==> config.mk <==
export PLATFORM = sky130hd
export DESIGN_NAME = key_value_table
export DESIGN_NICKNAME = d
export VERILOG_FILES = /design/src/rtl/core/kvt_pkg.sv /design/src/rtl/core/kvt_ctrl.sv /design/src/rtl/core/kvt_dpath.sv /design/src/rtl/core/key_value_table.sv
export SDC_FILE = /design/constraint.sdc
export NUM_CORES = 1
export LEC_CHECK = 0
export ABC_AREA = 0
export BUFFER_PORTS_ARGS = -buffer_cell sky130_fd_sc_hd__buf_2
export CELL_PAD_IN_SITES_DETAIL_PLACEMENT = 2
export CELL_PAD_IN_SITES_GLOBAL_PLACEMENT = 2
export CORE_UTILIZATION = 45
export CTS_CLUSTER_SIZE = 24
export DETAILED_ROUTE_END_ITERATION = 16
export PLACE_DENSITY = 0.82
export SETUP_SLACK_MARGIN = 0.2
export SLEW_MARGIN = 15
export SYNTH_ARGS = -nofsm -noshare
export SYNTH_HDL_FRONTEND = slang
export SYNTH_SLANG_ARGS = --single-unit
==> constraint.sdc <==
create_clock -name clk -period 5.27 [get_ports clk]
set_input_delay 0.7905 -clock clk [delete_from_list [all_inputs] [get_ports clk]]
set_output_delay 0.7905 -clock clk [all_outputs]
set_load 0.005 [all_outputs]
==> src/rtl/core/kvt_pkg.sv <==
`timescale 1ns / 1ps

package kvt_pkg;

  localparam int DEPTH_DEF       = 16;
  localparam int KEY_WIDTH_DEF   = 16;
  localparam int VALUE_WIDTH_DEF = 32;

  localparam int FUNC_W   = 2;
  localparam int STATUS_W = 3;

  localparam logic [FUNC_W-1:0] FUNC_ADD    = 2'd0;
  localparam logic [FUNC_W-1:0] FUNC_DELETE = 2'd1;
  localparam logic [FUNC_W-1:0] FUNC_LOOKUP = 2'd2;
  localparam logic [FUNC_W-1:0] FUNC_CHANGE = 2'd3;

  localparam logic [STATUS_W-1:0] ST_OK       = 3'd0;
  localparam logic [STATUS_W-1:0] ST_DUP      = 3'd1;
  localparam logic [STATUS_W-1:0] ST_EMPTY    = 3'd2;
  localparam logic [STATUS_W-1:0] ST_NOTFOUND = 3'd3;
  localparam logic [STATUS_W-1:0] ST_FULL     = 3'd4;

  // controller -> datapath
  typedef struct packed {
    logic load;     // capture request, restart scan
    logic scan_rd;  // read the entry at the scan index
    logic finish;   // commit and load the result register
  } cmd_t;

  // datapath -> controller
  typedef struct packed {
    logic scan_last;  // scan index sits on the last entry
    logic out_free;   // result register can take a new result
  } sts_t;

endpackage

==> src/rtl/core/kvt_ctrl.sv <==
`timescale 1ns / 1ps

module kvt_ctrl (
  input  logic          clk,
  input  logic          rst,
  input  logic          in_valid,
  input  kvt_pkg::sts_t sts,
  output kvt_pkg::cmd_t cmd,
  output logic          in_stall
);

  localparam logic [1:0] S_IDLE   = 2'd0;
  localparam logic [1:0] S_SCAN   = 2'd1;
  localparam logic [1:0] S_DRAIN  = 2'd2;
  localparam logic [1:0] S_FINISH = 2'd3;

  logic [1:0] state;
  logic [1:0] state_next;

  always_ff @(posedge clk) begin
    if (rst) begin
      state <= S_IDLE;
    end else begin
      state <= state_next;
    end
  end

  always_comb begin
    state_next   = state;
    cmd.load     = 1'b0;
    cmd.scan_rd  = 1'b0;
    cmd.finish   = 1'b0;
    in_stall     = 1'b1;
    case (state)
      S_IDLE: begin
        in_stall = 1'b0;
        if (in_valid) begin
          cmd.load   = 1'b1;
          state_next = S_SCAN;
        end
      end
      S_SCAN: begin
        cmd.scan_rd = 1'b1;
        if (sts.scan_last) begin
          state_next = S_DRAIN;
        end
      end
      // last read compares here
      S_DRAIN: begin
        state_next = S_FINISH;
      end
      S_FINISH: begin
        if (sts.out_free) begin
          cmd.finish = 1'b1;
          state_next = S_IDLE;
        end
      end
      default: begin
        state_next = S_IDLE;
      end
    endcase
  end

endmodule

==> src/rtl/core/kvt_dpath.sv <==
`timescale 1ns / 1ps

module kvt_dpath #(
  parameter int DEPTH       = kvt_pkg::DEPTH_DEF,
  parameter int KEY_WIDTH   = kvt_pkg::KEY_WIDTH_DEF,
  parameter int VALUE_WIDTH = kvt_pkg::VALUE_WIDTH_DEF,
  localparam int IW = $clog2(DEPTH),
  localparam int CW = $clog2(DEPTH + 1)
) (
  input  logic                         clk,
  input  logic                         rst,
  input  kvt_pkg::cmd_t                cmd,
  output kvt_pkg::sts_t                sts,
  input  logic [kvt_pkg::FUNC_W-1:0]   func,
  input  logic [KEY_WIDTH-1:0]         key,
  input  logic [VALUE_WIDTH-1:0]       value,
  output logic                         out_valid,
  input  logic                         out_stall,
  output logic [kvt_pkg::STATUS_W-1:0] status,
  output logic [VALUE_WIDTH-1:0]       read_value,
  output logic [CW-1:0]                entry_count
);

  logic [KEY_WIDTH-1:0]   mem_key  [DEPTH];
  logic [VALUE_WIDTH-1:0] mem_data [DEPTH];
  logic [DEPTH-1:0]       entry_valid;
  logic [CW-1:0]          valid_count;

  // captured request
  logic [kvt_pkg::FUNC_W-1:0] func_q;
  logic [KEY_WIDTH-1:0]       key_q;
  logic [VALUE_WIDTH-1:0]     value_q;

  // scan read stage
  logic [IW-1:0]          scan_idx;
  logic                   rd_pend;
  logic [KEY_WIDTH-1:0]   key_rd;
  logic [VALUE_WIDTH-1:0] data_rd;
  logic                   vld_rd;
  logic [IW-1:0]          idx_rd;

  // scan results
  logic                   found;
  logic [IW-1:0]          match_idx;
  logic [VALUE_WIDTH-1:0] match_data;
  logic                   free_found;
  logic [IW-1:0]          free_idx;

  // commit decision
  logic                         wr_key;
  logic                         wr_data;
  logic [IW-1:0]                wr_idx;
  logic                         set_valid;
  logic                         clr_valid;
  logic [kvt_pkg::STATUS_W-1:0] res_status;
  logic [VALUE_WIDTH-1:0]       res_value;
  logic [CW-1:0]                count_next;
  logic                         fire;

  assign sts.scan_last = (scan_idx == IW'(DEPTH - 1));
  assign sts.out_free  = !out_valid || !out_stall;
  assign fire          = cmd.finish;

  always_comb begin
    wr_key     = 1'b0;
    wr_data    = 1'b0;
    wr_idx     = match_idx;
    set_valid  = 1'b0;
    clr_valid  = 1'b0;
    res_status = kvt_pkg::ST_OK;
    res_value  = '0;
    count_next = valid_count;
    if (func_q == kvt_pkg::FUNC_ADD) begin
      if (found) begin
        res_status = kvt_pkg::ST_DUP;
      end else if (!free_found) begin
        res_status = kvt_pkg::ST_FULL;
      end else begin
        wr_key     = 1'b1;
        wr_data    = 1'b1;
        wr_idx     = free_idx;
        set_valid  = 1'b1;
        count_next = valid_count + CW'(1);
      end
    end else if (valid_count == '0) begin
      res_status = kvt_pkg::ST_EMPTY;
    end else if (!found) begin
      res_status = kvt_pkg::ST_NOTFOUND;
    end else begin
      case (func_q)
        kvt_pkg::FUNC_DELETE: begin
          clr_valid  = 1'b1;
          count_next = valid_count - CW'(1);
        end
        kvt_pkg::FUNC_LOOKUP: begin
          res_value = match_data;
        end
        kvt_pkg::FUNC_CHANGE: begin
          wr_data = 1'b1;
        end
        default: begin
          res_status = kvt_pkg::ST_OK;
        end
      endcase
    end
  end

  // entry storage
  always_ff @(posedge clk) begin
    if (fire && wr_key) begin
      mem_key[wr_idx] <= key_q;
    end
    if (fire && wr_data) begin
      mem_data[wr_idx] <= value_q;
    end
    if (cmd.scan_rd) begin
      key_rd  <= mem_key[scan_idx];
      data_rd <= mem_data[scan_idx];
    end
  end

  // payload registers
  always_ff @(posedge clk) begin
    if (cmd.load) begin
      func_q  <= func;
      key_q   <= key;
      value_q <= value;
    end
    if (cmd.scan_rd) begin
      vld_rd <= entry_valid[scan_idx];
      idx_rd <= scan_idx;
    end
    if (rd_pend && vld_rd && key_rd == key_q && !found) begin
      match_idx  <= idx_rd;
      match_data <= data_rd;
    end
    if (rd_pend && !vld_rd && !free_found) begin
      free_idx <= idx_rd;
    end
    if (fire) begin
      status      <= res_status;
      read_value  <= res_value;
      entry_count <= count_next;
    end
  end

  // control state
  always_ff @(posedge clk) begin
    if (rst) begin
      entry_valid <= '0;
      valid_count <= '0;
      scan_idx    <= '0;
      rd_pend     <= 1'b0;
      found       <= 1'b0;
      free_found  <= 1'b0;
      out_valid   <= 1'b0;
    end else begin
      rd_pend <= cmd.scan_rd;
      if (cmd.load) begin
        scan_idx   <= '0;
        found      <= 1'b0;
        free_found <= 1'b0;
      end else begin
        if (cmd.scan_rd) begin
          scan_idx <= scan_idx + IW'(1);
        end
        if (rd_pend && vld_rd && key_rd == key_q) begin
          found <= 1'b1;
        end
        if (rd_pend && !vld_rd) begin
          free_found <= 1'b1;
        end
      end
      if (fire) begin
        valid_count <= count_next;
        if (set_valid) begin
          entry_valid[wr_idx] <= 1'b1;
        end
        if (clr_valid) begin
          entry_valid[wr_idx] <= 1'b0;
        end
      end
      if (fire) begin
        out_valid <= 1'b1;
      end else if (!out_stall) begin
        out_valid <= 1'b0;
      end
    end
  end

endmodule

==> src/rtl/core/key_value_table.sv <==
`timescale 1ns / 1ps

// Key/value table of DEPTH entries with unique keys. Each request (add,
// delete, lookup, change) scans every entry through a registered memory
// read, one entry per cycle. After the transfer in, the scan reads all
// DEPTH entries, the last read is compared in the drain state and the
// result is committed in the finish state. No new request is taken until
// that commit. A result waits in an output register; the next request is
// taken while it waits, and its commit, with the input stalled, is held
// until that register frees. There is no clearing pass after reset: entry
// valid bits are flops cleared by rst.

module key_value_table #(
  parameter int DEPTH       = kvt_pkg::DEPTH_DEF,
  parameter int KEY_WIDTH   = kvt_pkg::KEY_WIDTH_DEF,
  parameter int VALUE_WIDTH = kvt_pkg::VALUE_WIDTH_DEF,
  localparam int CW = $clog2(DEPTH + 1)
) (
  input  logic                         clk,
  input  logic                         rst,
  input  logic                         in_valid,
  output logic                         in_stall,
  input  logic [kvt_pkg::FUNC_W-1:0]   func,
  input  logic [KEY_WIDTH-1:0]         key,
  input  logic [VALUE_WIDTH-1:0]       value,
  output logic                         out_valid,
  input  logic                         out_stall,
  output logic [kvt_pkg::STATUS_W-1:0] status,
  output logic [VALUE_WIDTH-1:0]       read_value,
  output logic [CW-1:0]                entry_count
);

  kvt_pkg::cmd_t cmd;
  kvt_pkg::sts_t sts;

  kvt_ctrl u_ctrl (
    .clk      (clk),
    .rst      (rst),
    .in_valid (in_valid),
    .sts      (sts),
    .cmd      (cmd),
    .in_stall (in_stall)
  );

  kvt_dpath #(
    .DEPTH       (DEPTH),
    .KEY_WIDTH   (KEY_WIDTH),
    .VALUE_WIDTH (VALUE_WIDTH)
  ) u_dpath (
    .clk         (clk),
    .rst         (rst),
    .cmd         (cmd),
    .sts         (sts),
    .func        (func),
    .key         (key),
    .value       (value),
    .out_valid   (out_valid),
    .out_stall   (out_stall),
    .status      (status),
    .read_value  (read_value),
    .entry_count (entry_count)
  );

endmodule

### Yosys cells after proc, flatten, opt, wreduce, memory -nomap -nowiden

Memories as Yosys holds them, arrays and structs flattened. A register that Yosys moved wholly into a read port is not among the register bits.
Index checks and enable logic that the tools add are counted.

| word-level totals | value |
|---|---|
| output and inout bits | 42 |
| word-level logic and storage cells | 113 |
| memories kept | 2 |
| input bits | 54 |
| memory bits (writable) | 768 |
| bits in registers | 166 |

Memory list:

| memory | words | bits a word | read ports | clocked after Yosys merged registers in | wr ports | RTL line | text |
|---|---|---|---|---|---|---|---|
| u_dpath.mem_data | 16 | 32 | 1 | 1 | 1 | kvt_dpath.sv:25 | `logic [VALUE_WIDTH-1:0] mem_data [DEPTH];` |
| u_dpath.mem_key | 16 | 16 | 1 | 1 | 1 | kvt_dpath.sv:24 | `logic [KEY_WIDTH-1:0] mem_key [DEPTH];` |

| operators by class | value |
|---|---|
| muxes and demuxes | 49 |
| reduce and logical (&&, ||, !) cells | 20 |
| $lt $le $gt $ge | 3 |
| $add $sub $neg | 3 |
| bitwise logic cells | 5 |
| equality and inequality tests | 12 |

Operators by type and width:

| cell | number |
|---|---|
| $mux W16 | 4 |
| $mux W5 | 6 |
| $mux W1 | 25 |
| $and A16 B16 Y16 | 1 |
| $eq A16 B16 Y1 | 1 |
| $not A16 Y16 | 1 |
| $or A16 B16 Y16 | 1 |
| $mux W3 | 4 |
| $mux W4 | 3 |
| $lt A4 B5 Y1 const B | 2 |
| $eq A2 B2 Y1 const B | 4 |
| $logic_and A1 B1 Y1 | 8 |
| $mux W2 | 4 |
| $pmux W2 S4 | 1 |
| $ne A2 B2 Y1 const B | 3 |
| $add A5 B1 Y5 const B | 1 |
| $logic_not A1 Y1 | 5 |
| $logic_not A5 Y1 | 1 |
| $sub A5 B1 Y5 const B | 1 |
| $add A4 B1 Y4 const B | 1 |
| $bmux W1 S4 | 1 |
| $demux W1 S4 | 1 |
| $eq A2 B1 Y1 const B | 2 |
| $eq A4 B4 Y1 const B | 1 |
| 8 further kinds | 10 |

### Logic depth before layout (Yosys ltp)

Gate-level depths: netlist (run 1).

| depth | value |
|---|---|
| depth after elaboration | 13 |
| mapped depth | 7 |
| mapped depth without buffers | 6 |

### Cells and area by module

From an unflattened synthesis (run 1), not the netlist that was laid out.

| unflattened totals | value |
|---|---|
| cells, all modules | 1753 |
| area, all modules | 37263.2 um^2 |

Modules (own cells, without submodules):

| module | seq. area each (um^2) | cells an instance | times used | area each (um^2) |
|---|---|---|---|---|
| kvt_dpath | 29137.9 | 1731 | 1 | 37060.5 |
| kvt_ctrl | 40.0 | 22 | 1 | 202.7 |

### Worst setup path before layout (run 1)

No wires, ideal clock.

| timing path | value |
|---|---|
| path kind | register -> register |
| from | reg u_dpath.key_q[14] |
| to | reg u_dpath.match_data[0] (enable) |
| arrival | 4623 ps |
| slack | 128 ps |
| clock period less this slack | 5142 ps |
| cell stages (with the launch flop) | 5 |
| path buffers | 0 |
| cells stage by stage | edfxtp_1 -> xor2_1 -> nor4_1 -> nand4_1 -> nor4_1 |

| between the ends | value |
|---|---|
| longest elaborated chain between the ends | 3 |

RTL lines:

| item | RTL line | text |
|---|---|---|
| start, declared | kvt_dpath.sv:31 | `logic [KEY_WIDTH-1:0] key_q;` |
| start signal, assigned | kvt_dpath.sv:126 | `key_q <= key;` |
| $eq A16 B16 Y1 | kvt_dpath.sv:133 | `if (rd_pend && vld_rd && key_rd == key_q && !found) begin` |
| $logic_and A1 B1 Y1 (2 in series) | kvt_dpath.sv:133 |  |
| end signal, assigned | kvt_dpath.sv:135 | `match_data <= data_rd;` |
| end, declared | kvt_dpath.sv:45 | `logic [VALUE_WIDTH-1:0] match_data;` |

No other way between the ends.
A chain may end at the register's enable or synchronous reset.

### Worst setup path after layout (run 1)

| timing path | value |
|---|---|
| from | reg u_dpath.func_q[0] in the netlist's numbering |
| to | mem u_dpath.mem_key[11][2] in the netlist's numbering (enable) |

| between the ends | value |
|---|---|
| longest elaborated chain between the ends | 5 |
| elaborated cells on any way between the ends | 6 |

RTL lines:

| item | RTL line | text |
|---|---|---|
| start, declared | kvt_dpath.sv:30 | `logic [kvt_pkg::FUNC_W-1:0] func_q;` |
| start signal, assigned | kvt_dpath.sv:125 | `func_q <= func;` |
| $logic_not A2 Y1 (*) | kvt_dpath.sv:73 | `if (func_q == kvt_pkg::FUNC_ADD) begin` |
| $mux W1 | kvt_dpath.sv:73 |  |
| $logic_and A1 B1 Y1 | kvt_dpath.sv:110 | `if (fire && wr_key) begin` |
| $mux W1 | kvt_dpath.sv:110 |  |
| $mux W1 (not written as such) | kvt_dpath.sv:111 | `mem_key[wr_idx] <= key_q;` |
| end, declared | kvt_dpath.sv:24 |  |

Every way passes the cells marked *; elsewhere a longest branch is shown, timed or not.

==> results of run 1 <==
==> where the power goes <==
group          switching [mW]  internal, mW
clock network            3.16          3.89
registers               0.689          9.34
logic                    1.27         0.944
==> through the flow <==
step                      instance area (um^2)  power, mW  std cells  setup WS (ns)  hold slack, ns
final                                    42300       19.3       3043           1.37           0.292
after global routing                     42300       19.8       3041           1.33           0.290
after CTS                                42300       19.4       3041           1.38           0.271
after detailed placement                 39200       12.3       2863           1.39           0.413
after global placement                   39200       12.0       2863           1.74           0.401
after floorplan                          37200       11.3       1742          0.516           0.400
==> critical path, cell delays in order (launching register included) <==
cell and delay, ns:
edfxtp_1 0.54, or4b_4 0.82, mux2i_4 0.57, nand2_1 0.27, nor2_1 0.97, buf_4 0.37
==> state kept, by name, indices dropped and copies added, names as in the netlist, 16 cells and up <==
signal / flops
u_dpath.read_value: 32
u_dpath.mem_data: 512
u_dpath.key_q: 16
u_dpath.data_rd: 32
u_dpath.entry_valid: 16
u_dpath.key_rd: 16
u_dpath.mem_key: 256
u_dpath.match_data: 32
u_dpath.value_q: 32
==> synthesized netlist by cell type (7+ instances only) <==
cell and number:
nor2_1 47, clkbuf_1 57, a211oi_1 53, nor2b_1 50, mux4_2 196, a21oi_1 62
xor2_1 14, nand2b_1 8, buf_2 27, nor3_1 7, ha_1 8, and2_1 34
a311oi_1 10, a31oi_1 12, edfxtp_1 951, mux2i_1 51, nand2_1 27, nor4_1 8
dfxtp_1 31, inv_1 11
==> final cells by class <==
class / instances / area [um^2]
tap: 1070 / 1340
timing repair buffer: 146 / 908
fill: 7088 / 39700
antenna: 2 / 5.00
clock inverter: 48 / 429
sequential: 982 / 29200
inverter: 12 / 45.0
clock buffer: 130 / 2660
multi-input combinational: 653 / 7750
==> metal layers <==
metal	part of all wire	up-vias	GRT usage
met1	0.39	10700	0.394
met4	0.040	0	0.114
met5	0	-	0
met2	0.49	1097	0.486
li1	-	7491	-
met3	0.071	251	0.0501
==> worst max-delay path by stage <==
| stage | from | to | slack, ns | depth (start not counted) |
|---|---|---|---|---|
| global placement | out_stall | u_dpath.mem_key[1][11] | 1.74 | 6 |
| finish | u_dpath.func_q[0] | u_dpath.mem_key[11][2] | 1.37 | 5 |
| floorplan | out_stall | u_dpath.mem_data[13][0] | 0.52 | 4 |
| CTS | u_dpath.func_q[0] | u_dpath.mem_key[8][10] | 1.38 | 5 |
| detailed placement | out_stall | u_dpath.mem_key[0][12] | 1.39 | 6 |
| global route | u_dpath.func_q[0] | u_dpath.mem_key[11][2] | 1.33 | 5 |
==> logic make-up after synthesis <==
kind of cell | after synthesis | share of synthesized area
AOI/OAI and AO/OA | 159 | 0.0282
xor gates and xnor gates | 20 | 0.00471
muxes | 256 | 0.137
buffers and inverters | 107 | 0.0126
and+or+nand+nor | 210 | 0.0312
adders and majority gates | 8 | 0.00269
DFF | 982 | 0.784
==> impl_metrics.tcl, run 1 <==
set metrics [dict create \
    drt-wirelength-per-cell_um 40.0 \
    ys_seq_elements 982 \
    routabilityCongestion 0.764 \
    timing.setup.tns_ns 0 \
    outcome "complete, no violations" \
    yosys_warnings 0 \
    setup_violations 0 \
    worstMarginPinSlew_ns 1.21 \
    arrival_ns 4.26 \
    syn_to_final_growth_pct 13.7 \
    timing.setup.critical_path_class "register to register" \
    ctsRootBufferMaster "clkbuf_16" \
    final-max-slew-violation-count 0 \
    synth.distinct_cells 56 \
    clock_sink_count 982 \
    timing.critical_path.fanout_max 21 \
    pwr_density_cell_nw_per_um2 456 \
    drive_gt1_frac 0.266 \
    yosysTopAreaCellShare 0.767 \
    floorplan.die.width_um 290 \
    finalHoldViolations 0 \
    cts_inserted_buffers 102 \
    hold_path_endpoint "u_dpath.value_q[0]" \
    power.ir.vdd_worst_uv 283 \
    min_path_type "primary input to register" \
    grt_first_pass_wirelength_mm 170 \
    postSynthCellCount 1742 \
    final_cycle_share 0.740 \
    cts.reportedPaths.clkPinSlew_ns 0.06 \
    insertion_delay_ns 0.69 \
    synth.yosys.seq_area_share 0.784 \
    dieHeight_um 290 \
    hold_start "value[0]" \
    ys_dominant_reg_cell "edfxtp_1" \
    most_frequent_standard_cell_in_the_layout_excluding_fill_and_tap_cells "edfxtp_1" \
    first_global_vias 21000 \
    rr_endpoint "u_dpath.mem_key[11][2]" \
    routed_wl_mm 122 \
    detailedPlacementHpwl_mm 67.1 \
    route.detailed.drc 0 \
    syn-cell-area_um2 37200 \
    post_cts_hold_buffer_count 0 \
    postCtsSetupBuffers 0 \
    grt_overflow 0 \
    start_kind "register" \
    required_ns 5.63 \
    synth_edf_count 951 \
    drtAntennaViolNets 0 \
    setup_repair_after_global_routing_missed_its_margin "no" \
    max_freq_ghz 0.257 \
    portBuffers 95 \
    synth_fp_nets 1804 \
    core_region_um2 82000 \
    drt_first_pass_iters 7 \
    grtUsageTotal 0.295 \
    die_area_um2 83900 \
    final_cell_mix "951 x edfxtp_1, 196 x mux4_2, 102 x clkbuf_16" \
    post-synth-top-area-cell "edfxtp_1" \
    timing.max_slew.rel_slack 0.193 \
    ctsLongestPathBuffers 3 \
    fin_util 0.516 \
    grt_antenna_before_repair 2 \
    route.vias.total 19500 \
    start_util 0.454 \
    cap_viol_max_count 0 \
    critical_path.endpoint_type "register" \
    async_flop_share 0 \
    r2r_start "u_dpath.func_q[0]" \
    clock-skew-final_ns 0.0441 \
    drt_iter0_drc 2363 \
    io-pin-count 96 \
    fp-row-count 105 \
    worst_r2r_path_depth 5 \
    num-nets-final 1959 \
    post_cts.resized_instances 0 \
    leakage_nw 13.0 \
    timing.hold.worst_path_depth 1 \
    synth_area_per_cell_um2 21.4 \
    fin_crit_ns 3.90 \
    via_per_inst 6.41 \
    synthTopCellsByArea "edfxtp_1 77%, mux4_2 12%, dfxtp_1 1.7%" \
    ff2ff_setup_slack_ns 1.37 \
    h-tree-depth 3 \
    tritoncts_clock_tree "built" \
    largest_net_degree_at_the_start_of_global_routing 96 \
]
Note: power is estimated with default switching activity, not from simulation.
==> run 2: changes to the inputs <==
--- a/config.mk
+++ b/config.mk
@@ -9,10 +9,10 @@
 export BUFFER_PORTS_ARGS = -buffer_cell sky130_fd_sc_hd__buf_2
 export CELL_PAD_IN_SITES_DETAIL_PLACEMENT = 2
 export CELL_PAD_IN_SITES_GLOBAL_PLACEMENT = 2
-export CORE_UTILIZATION = 45
+export CORE_UTILIZATION = 49
 export CTS_CLUSTER_SIZE = 24
 export DETAILED_ROUTE_END_ITERATION = 16
-export PLACE_DENSITY = 0.82
+export PLACE_DENSITY = 0.84
 export SETUP_SLACK_MARGIN = 0.2
 export SLEW_MARGIN = 15
 export SYNTH_ARGS = -nofsm -noshare
==> constraint.sdc (replaced) <==
create_clock -name clk -period 4 [get_ports clk]
set_input_delay 0.6 -clock clk [delete_from_list [all_inputs] [get_ports clk]]
set_output_delay 0.6 -clock clk [all_outputs]
set_load 0.005 [all_outputs]
==> run 2 against run 1 <==
Design area rose by 0.33%. Critical endpoint is now u_dpath.mem_data[1][8]. Count of clock-buffer cells in the layout unchanged. Hold slack worse by 0.19 ns. Clock power rose by 35%. Cell count decreased by 2.7%. Sequential power up 32%. Non-clock buffer count increased by 9. Worst setup slack worse by 0.83 ns. Register-to-register slack worse by 0.83 ns. Fmax rose by 13%. Clock skew decreased by 0.020 ns. Routed wire length up 4.2%.
==> impl_metrics.tcl, run 2 (synthesis results as in run 1) <==
set metrics [dict create \
    hold_start "value[8]" \
    routed_wl_mm 127 \
    cap_viol_max_count 0 \
    dieHeight_um 278 \
    cell_count_post_placement 2771 \
    required_ns 4.36 \
    io-pin-count 96 \
    route.vias.total 20100 \
    postCtsSetupBuffers 0 \
    floorplan.die.width_um 278 \
    setup_slack_ns 0.544 \
    drt_first_pass_iters 5 \
    setup_repair_after_global_routing_missed_its_margin "no" \
    arrival_ns 3.82 \
    tritoncts_clock_tree "built" \
    outcome "complete, no violations" \
    timing.setup.tns_ns 0 \
    detailed_place.area_um2 39300 \
    pwr_density_cell_nw_per_um2 605 \
    fin_total_pwr_mw 25.7 \
    post_cts.resized_instances 0 \
    layout.cell_area.non_filler_um2 42500 \
    insertion_delay_ns 0.68 \
    grt_overflow 0 \
    drt_iter0_drc 2389 \
    num-nets-final 1966 \
    most_frequent_standard_cell_in_the_layout_excluding_fill_and_tap_cells "edfxtp_1" \
    start_util 0.497 \
    largest_register_ffs 512 \
    clock-skew-final_ns 0.0241 \
    r2r_start "u_dpath.func_q[0]" \
    first_global_vias 21200 \
    setup_violations 0 \
    timing.critical_path.fanout_max 21 \
    n_fill_cell 6116 \
    ctsLongestPathBuffers 3 \
    fin_util 0.568 \
    grtUsageTotal 0.336 \
    drtAntennaViolNets 0 \
    final_cell_mix "951 x edfxtp_1, 196 x mux4_2, 100 x clkbuf_16" \
    core_region_um2 74800 \
    crit_start "u_dpath.func_q[0]" \
    worstMarginPinSlew_ns 1.18 \
    final_cycle_share 0.864 \
    finalHoldViolations 0 \
    via_per_inst 6.78 \
    max_freq_ghz 0.289 \
    cts_inserted_buffers 100 \
    portBuffers 95 \
    critical_path.endpoint_type "register" \
    largest-register "u_dpath.mem_data" \
    fin_hold_ws_ns 0.0998 \
    drt-wirelength-per-cell_um 42.8 \
    fin_crit_ns 3.46 \
    timing.setup.critical_path_class "register to register" \
    start_kind "register" \
    final-max-slew-violation-count 0 \
    die_area_um2 77100 \
    detailedPlacementHpwl_mm 68.4 \
    routabilityCongestion 0.781 \
    reg_top3 "u_dpath.mem_data x512, u_dpath.mem_key x256" \
    timing.max_slew.rel_slack 0.210 \
    grt_antenna_before_repair 1 \
    power.ir.vdd_worst_uv 404 \
    min_path_type "primary input to register" \
    drive_gt1_frac 0.269 \
    syn_to_final_growth_pct 14.1 \
    clock_sink_count 982 \
    largest_net_degree_at_the_start_of_global_routing 54 \
    h-tree-depth 3 \
    cts.reportedPaths.clkPinSlew_ns 0.07 \
    grt_first_pass_wirelength_mm 177 \
    route.detailed.drc 0 \
    fp-row-count 100 \
    post_cts_hold_buffer_count 0 \
    layoutNonFillerInstCount 2961 \
    ctsRootBufferMaster "clkbuf_16" \
    post-place-ws_ns 0.749 \
    leakage_nw 13.2 \
]
## run 2: final cells by class
type                    instances  area, um^2  area share
clock buffers                 130        2650      0.0623
repair buffers                155        1090      0.0256
multi-input cells             653        7740       0.182
flip-flops and latches        982       29200       0.688
inverters                      12        45.0     0.00106
diodes                          2        5.00    0.000118
clock inverters                58         536      0.0126
well taps                     969        1210      0.0286
## run 2: worst paths after layout
kind / end / slack, ns / cells after the start
setup reg to reg: u_dpath.mem_data[1][8] / 0.54 / 5
hold reg to reg: u_dpath.match_data[12] / 0.42 / 0
hold / removal: u_dpath.value_q[8] / 0.1 / 1
setup / recovery: u_dpath.mem_data[1][8] / 0.54 / 5
## run 2: routing by layer
| metal | vias up | global-route usage | wire length (um) |
|---|---|---|---|
| met5 | - | 0 | 13 |
| met2 | 1202 | 0.551 | 62000 |
| met4 | 2 | 0.125 | 5050 |
| met1 | 11100 | 0.456 | 50500 |
| met3 | 280 | 0.0542 | 9360 |
| li1 | 7513 | - | - |
## run 2: worst max-delay path, stage by stage (launching register included)
cell and delay, ns:
edfxtp_1 0.54, or4b_4 0.82, mux2i_4 0.53, nand2_1 0.27
nor2_4 0.67, buf_12 0.28
## run 2: power by group
group / internal, mW / total, mW / switching [mW]
Clock: 5.26 / 9.54 / 4.28
Combinational: 1.27 / 2.98 / 1.71
Sequential: 12.3 / 13.2 / 0.873
Total: 18.8 / 25.7 / 6.86
==> run 3: changes to the inputs <==
--- a/config.mk
+++ b/config.mk
@@ -9,6 +9,8 @@
 export BUFFER_PORTS_ARGS = -buffer_cell sky130_fd_sc_hd__buf_2
 export CELL_PAD_IN_SITES_DETAIL_PLACEMENT = 2
 export CELL_PAD_IN_SITES_GLOBAL_PLACEMENT = 2
+export CORE_ASPECT_RATIO = 0.5
+export CORE_MARGIN = 2
 export CORE_UTILIZATION = 49
 export CTS_CLUSTER_SIZE = 24
 export DETAILED_ROUTE_END_ITERATION = 16
==> run 3 against run 2 <==
First-iteration DRC count up 11%. Flip-flop and latch count unchanged. Critical endpoint is now u_dpath.mem_data[11][21]. Register-to-register slack worse by 0.03 ns. Cell count up 0.61%. Utilization down 0.73 points. Fmax down 0.79%. Via count down 2.0%. Routed wire length down 0.30%. Combinational power about the same. Sequential power about the same. Count of clock-buffer cells in the layout down 29.
==> impl_metrics.tcl, run 3 (synthesis results as in run 1) <==
set metrics [dict create \
    outcome "complete, no violations" \
    grtUsageTotal 0.328 \
    syn_to_final_growth_pct 13.1 \
    cp.buffers_inverters 1 \
    clock_sink_count 982 \
    area.sequential_um2 29200 \
    setup_slack_ns 0.516 \
    drt_iter0_drc 2643 \
    leakage_nw 12.9 \
    largest_register_ffs 512 \
    setup_violations 0 \
    first_global_vias 20700 \
    start_kind "register" \
    timing.max_slew.rel_slack 0.265 \
    cell_count_post_placement 2824 \
    post_cts.resized_instances 0 \
    max_freq_ghz 0.287 \
    largest_net_degree_at_the_start_of_global_routing 53 \
    ff2ff_setup_slack_ns 0.52 \
    combinationalPowerShare 0.120 \
    num-nets-final 1951 \
    internal_power_mw 18.2 \
    routed_wl_mm 126 \
    dieHeight_um 199 \
    final_cell_mix "951 x edfxtp_1, 196 x mux4_2, 95 x buf_2" \
    final_cycle_share 0.871 \
    finalHoldViolations 0 \
    drtAntennaViolNets 0 \
    critPathMaxStageDelay_ns 0.82 \
    total_area_of_multi_input_combinational_cells_um2 7760 \
    cap_viol_max_count 0 \
    largest-register "u_dpath.mem_data" \
    setup_repair_after_global_routing_missed_its_margin "no" \
    drt-wirelength-per-cell_um 42.5 \
    grt_antenna_before_repair 3 \
    floorplan.die.width_um 394 \
    cts.reportedPaths.clkPinSlew_ns 0.07 \
    via_per_inst 6.60 \
    reg_top3 "u_dpath.mem_data x512, u_dpath.mem_key x256" \
    io-pin-count 96 \
    drt_first_pass_iters 5 \
    worst_path_max_delay_cell "or4b_4" \
    ctsLongestPathBuffers 3 \
    arrival_ns 3.85 \
    ctsRootBufferMaster "clkbuf_16" \
    grt_overflow 0 \
    core_region_um2 75200 \
    cts_inserted_buffers 85 \
    switching_power_mw 6.75 \
    fp-row-count 71 \
    switching_share 0.271 \
    num_antenna_cells 0 \
    n_fill_cell 6239 \
    power.ir.vdd_worst_uv 442 \
    grt_first_pass_wirelength_mm 175 \
    route.detailed.drc 0 \
    clock-skew-final_ns 0.0416 \
    post_cts_hold_buffer_count 0 \
    timing.critical_path.cells "or4b_4 -> mux2i_4 -> nand2_1 -> nor2_4 -> buf_12" \
    most_frequent_standard_cell_in_the_layout_excluding_fill_and_tap_cells "edfxtp_1" \
    portBuffers 95 \
    route.vias.total 19700 \
    power.share.clock 0.349 \
    tritoncts_clock_tree "built" \
    layoutNonFillerInstCount 2979 \
    postCtsSetupBuffers 0 \
    timing.setup.critical_path_class "register to register" \
    final-max-slew-violation-count 0 \
    start_util 0.495 \
    timing.critical_path.fanout_max 21 \
    drive_gt1_frac 0.270 \
    cp_top_family "simple AND/OR/NAND/NOR gates" \
    fin_crit_ns 3.48 \
    critical_path.endpoint_type "register" \
    pwr-share-seq 0.531 \
    detailedPlacementHpwl_mm 71.2 \
    post-place-ws_ns 0.646 \
    min_path_type "primary input to register" \
    timing.setup.tns_ns 0 \
    routabilityCongestion 0.761 \
    die_area_um2 78300 \
    required_ns 4.36 \
    worstMarginPinSlew_ns 1.10 \
    insertion_delay_ns 0.70 \
    pwr_density_cell_nw_per_um2 592 \
    h-tree-depth 3 \
]
[run 3: cell count changes in the layout (fill, tap and decap cells not counted), moves of 3 or more]
cell / before / now
clkbuf_1: 27 / 11
clkbuf_16: 100 / 89
nor2_1: 35 / 24
nor2_2: 0 / 11
clkinv_8: 3 / 0
clkinvlp_4: 0 / 3
[run 3: worst register-to-register path, stage by stage (launching register included)]
cell	delay, ns
edfxtp_1	0.56
or4b_4	0.83
mux2i_4	0.58
nand2_1	0.21
nor2_4	0.65
buf_12	0.31
[run 3: final timing paths]
check | to | depth (start not counted) | start
min | u_dpath.value_q[1] | 1 | value[1]
max | u_dpath.mem_data[11][21] | 5 | u_dpath.func_q[0]
min reg2reg | u_dpath.match_data[1] | 0 | u_dpath.data_rd[1]
max reg2reg | u_dpath.mem_data[11][21] | 5 | u_dpath.func_q[0]
[run 3: routing by layer]
layer  vias to the layer above  track usage  routed length [um]
met2                      1116        0.517               59400
met4                         2        0.105                4150
met1                     10900        0.457               52900
met3                       225       0.0782               10000
li1                       7471            -                   -
met5                         -            0                  13
[run 3: through the flow]
step | power (mW) | utilization | cell area, um^2 | hold slack, ns
2_1_floorplan | 14.8 | - | 37200 | 0.400
3_3_place_gp | 15.8 | 0.524 | 39400 | 0.401
3_5_place_dp | 16.3 | 0.524 | 39400 | 0.407
4_1_cts | 25.0 | 0.560 | 42100 | 0.0352
5_1_grt | 25.5 | 0.560 | 42100 | 0.0651
6_report | 24.9 | 0.560 | 42100 | 0.0843
[run 3: layout make-up]
class | count | area share
flip-flops and latches | 982 | 0.693
clock buffers | 101 | 0.0542
repair buffers | 155 | 0.0259
clock inverters | 54 | 0.0108
multi-input cells | 653 | 0.184
well taps | 1022 | 0.0304
inverters | 12 | 0.00107
[run 3: power by group through the flow]
stage | clock, mW | sequential [mW] | combinational [mW]
5_1_grt | 9.05 | 13.3 | 3.15
6_report | 8.69 | 13.2 | 2.99
3_5_place_dp | 0 | 13.4 | 2.90
2_1_floorplan | 0 | 12.9 | 1.96
3_3_place_gp | 0 | 13.1 | 2.64
4_1_cts | 8.75 | 13.2 | 3.02
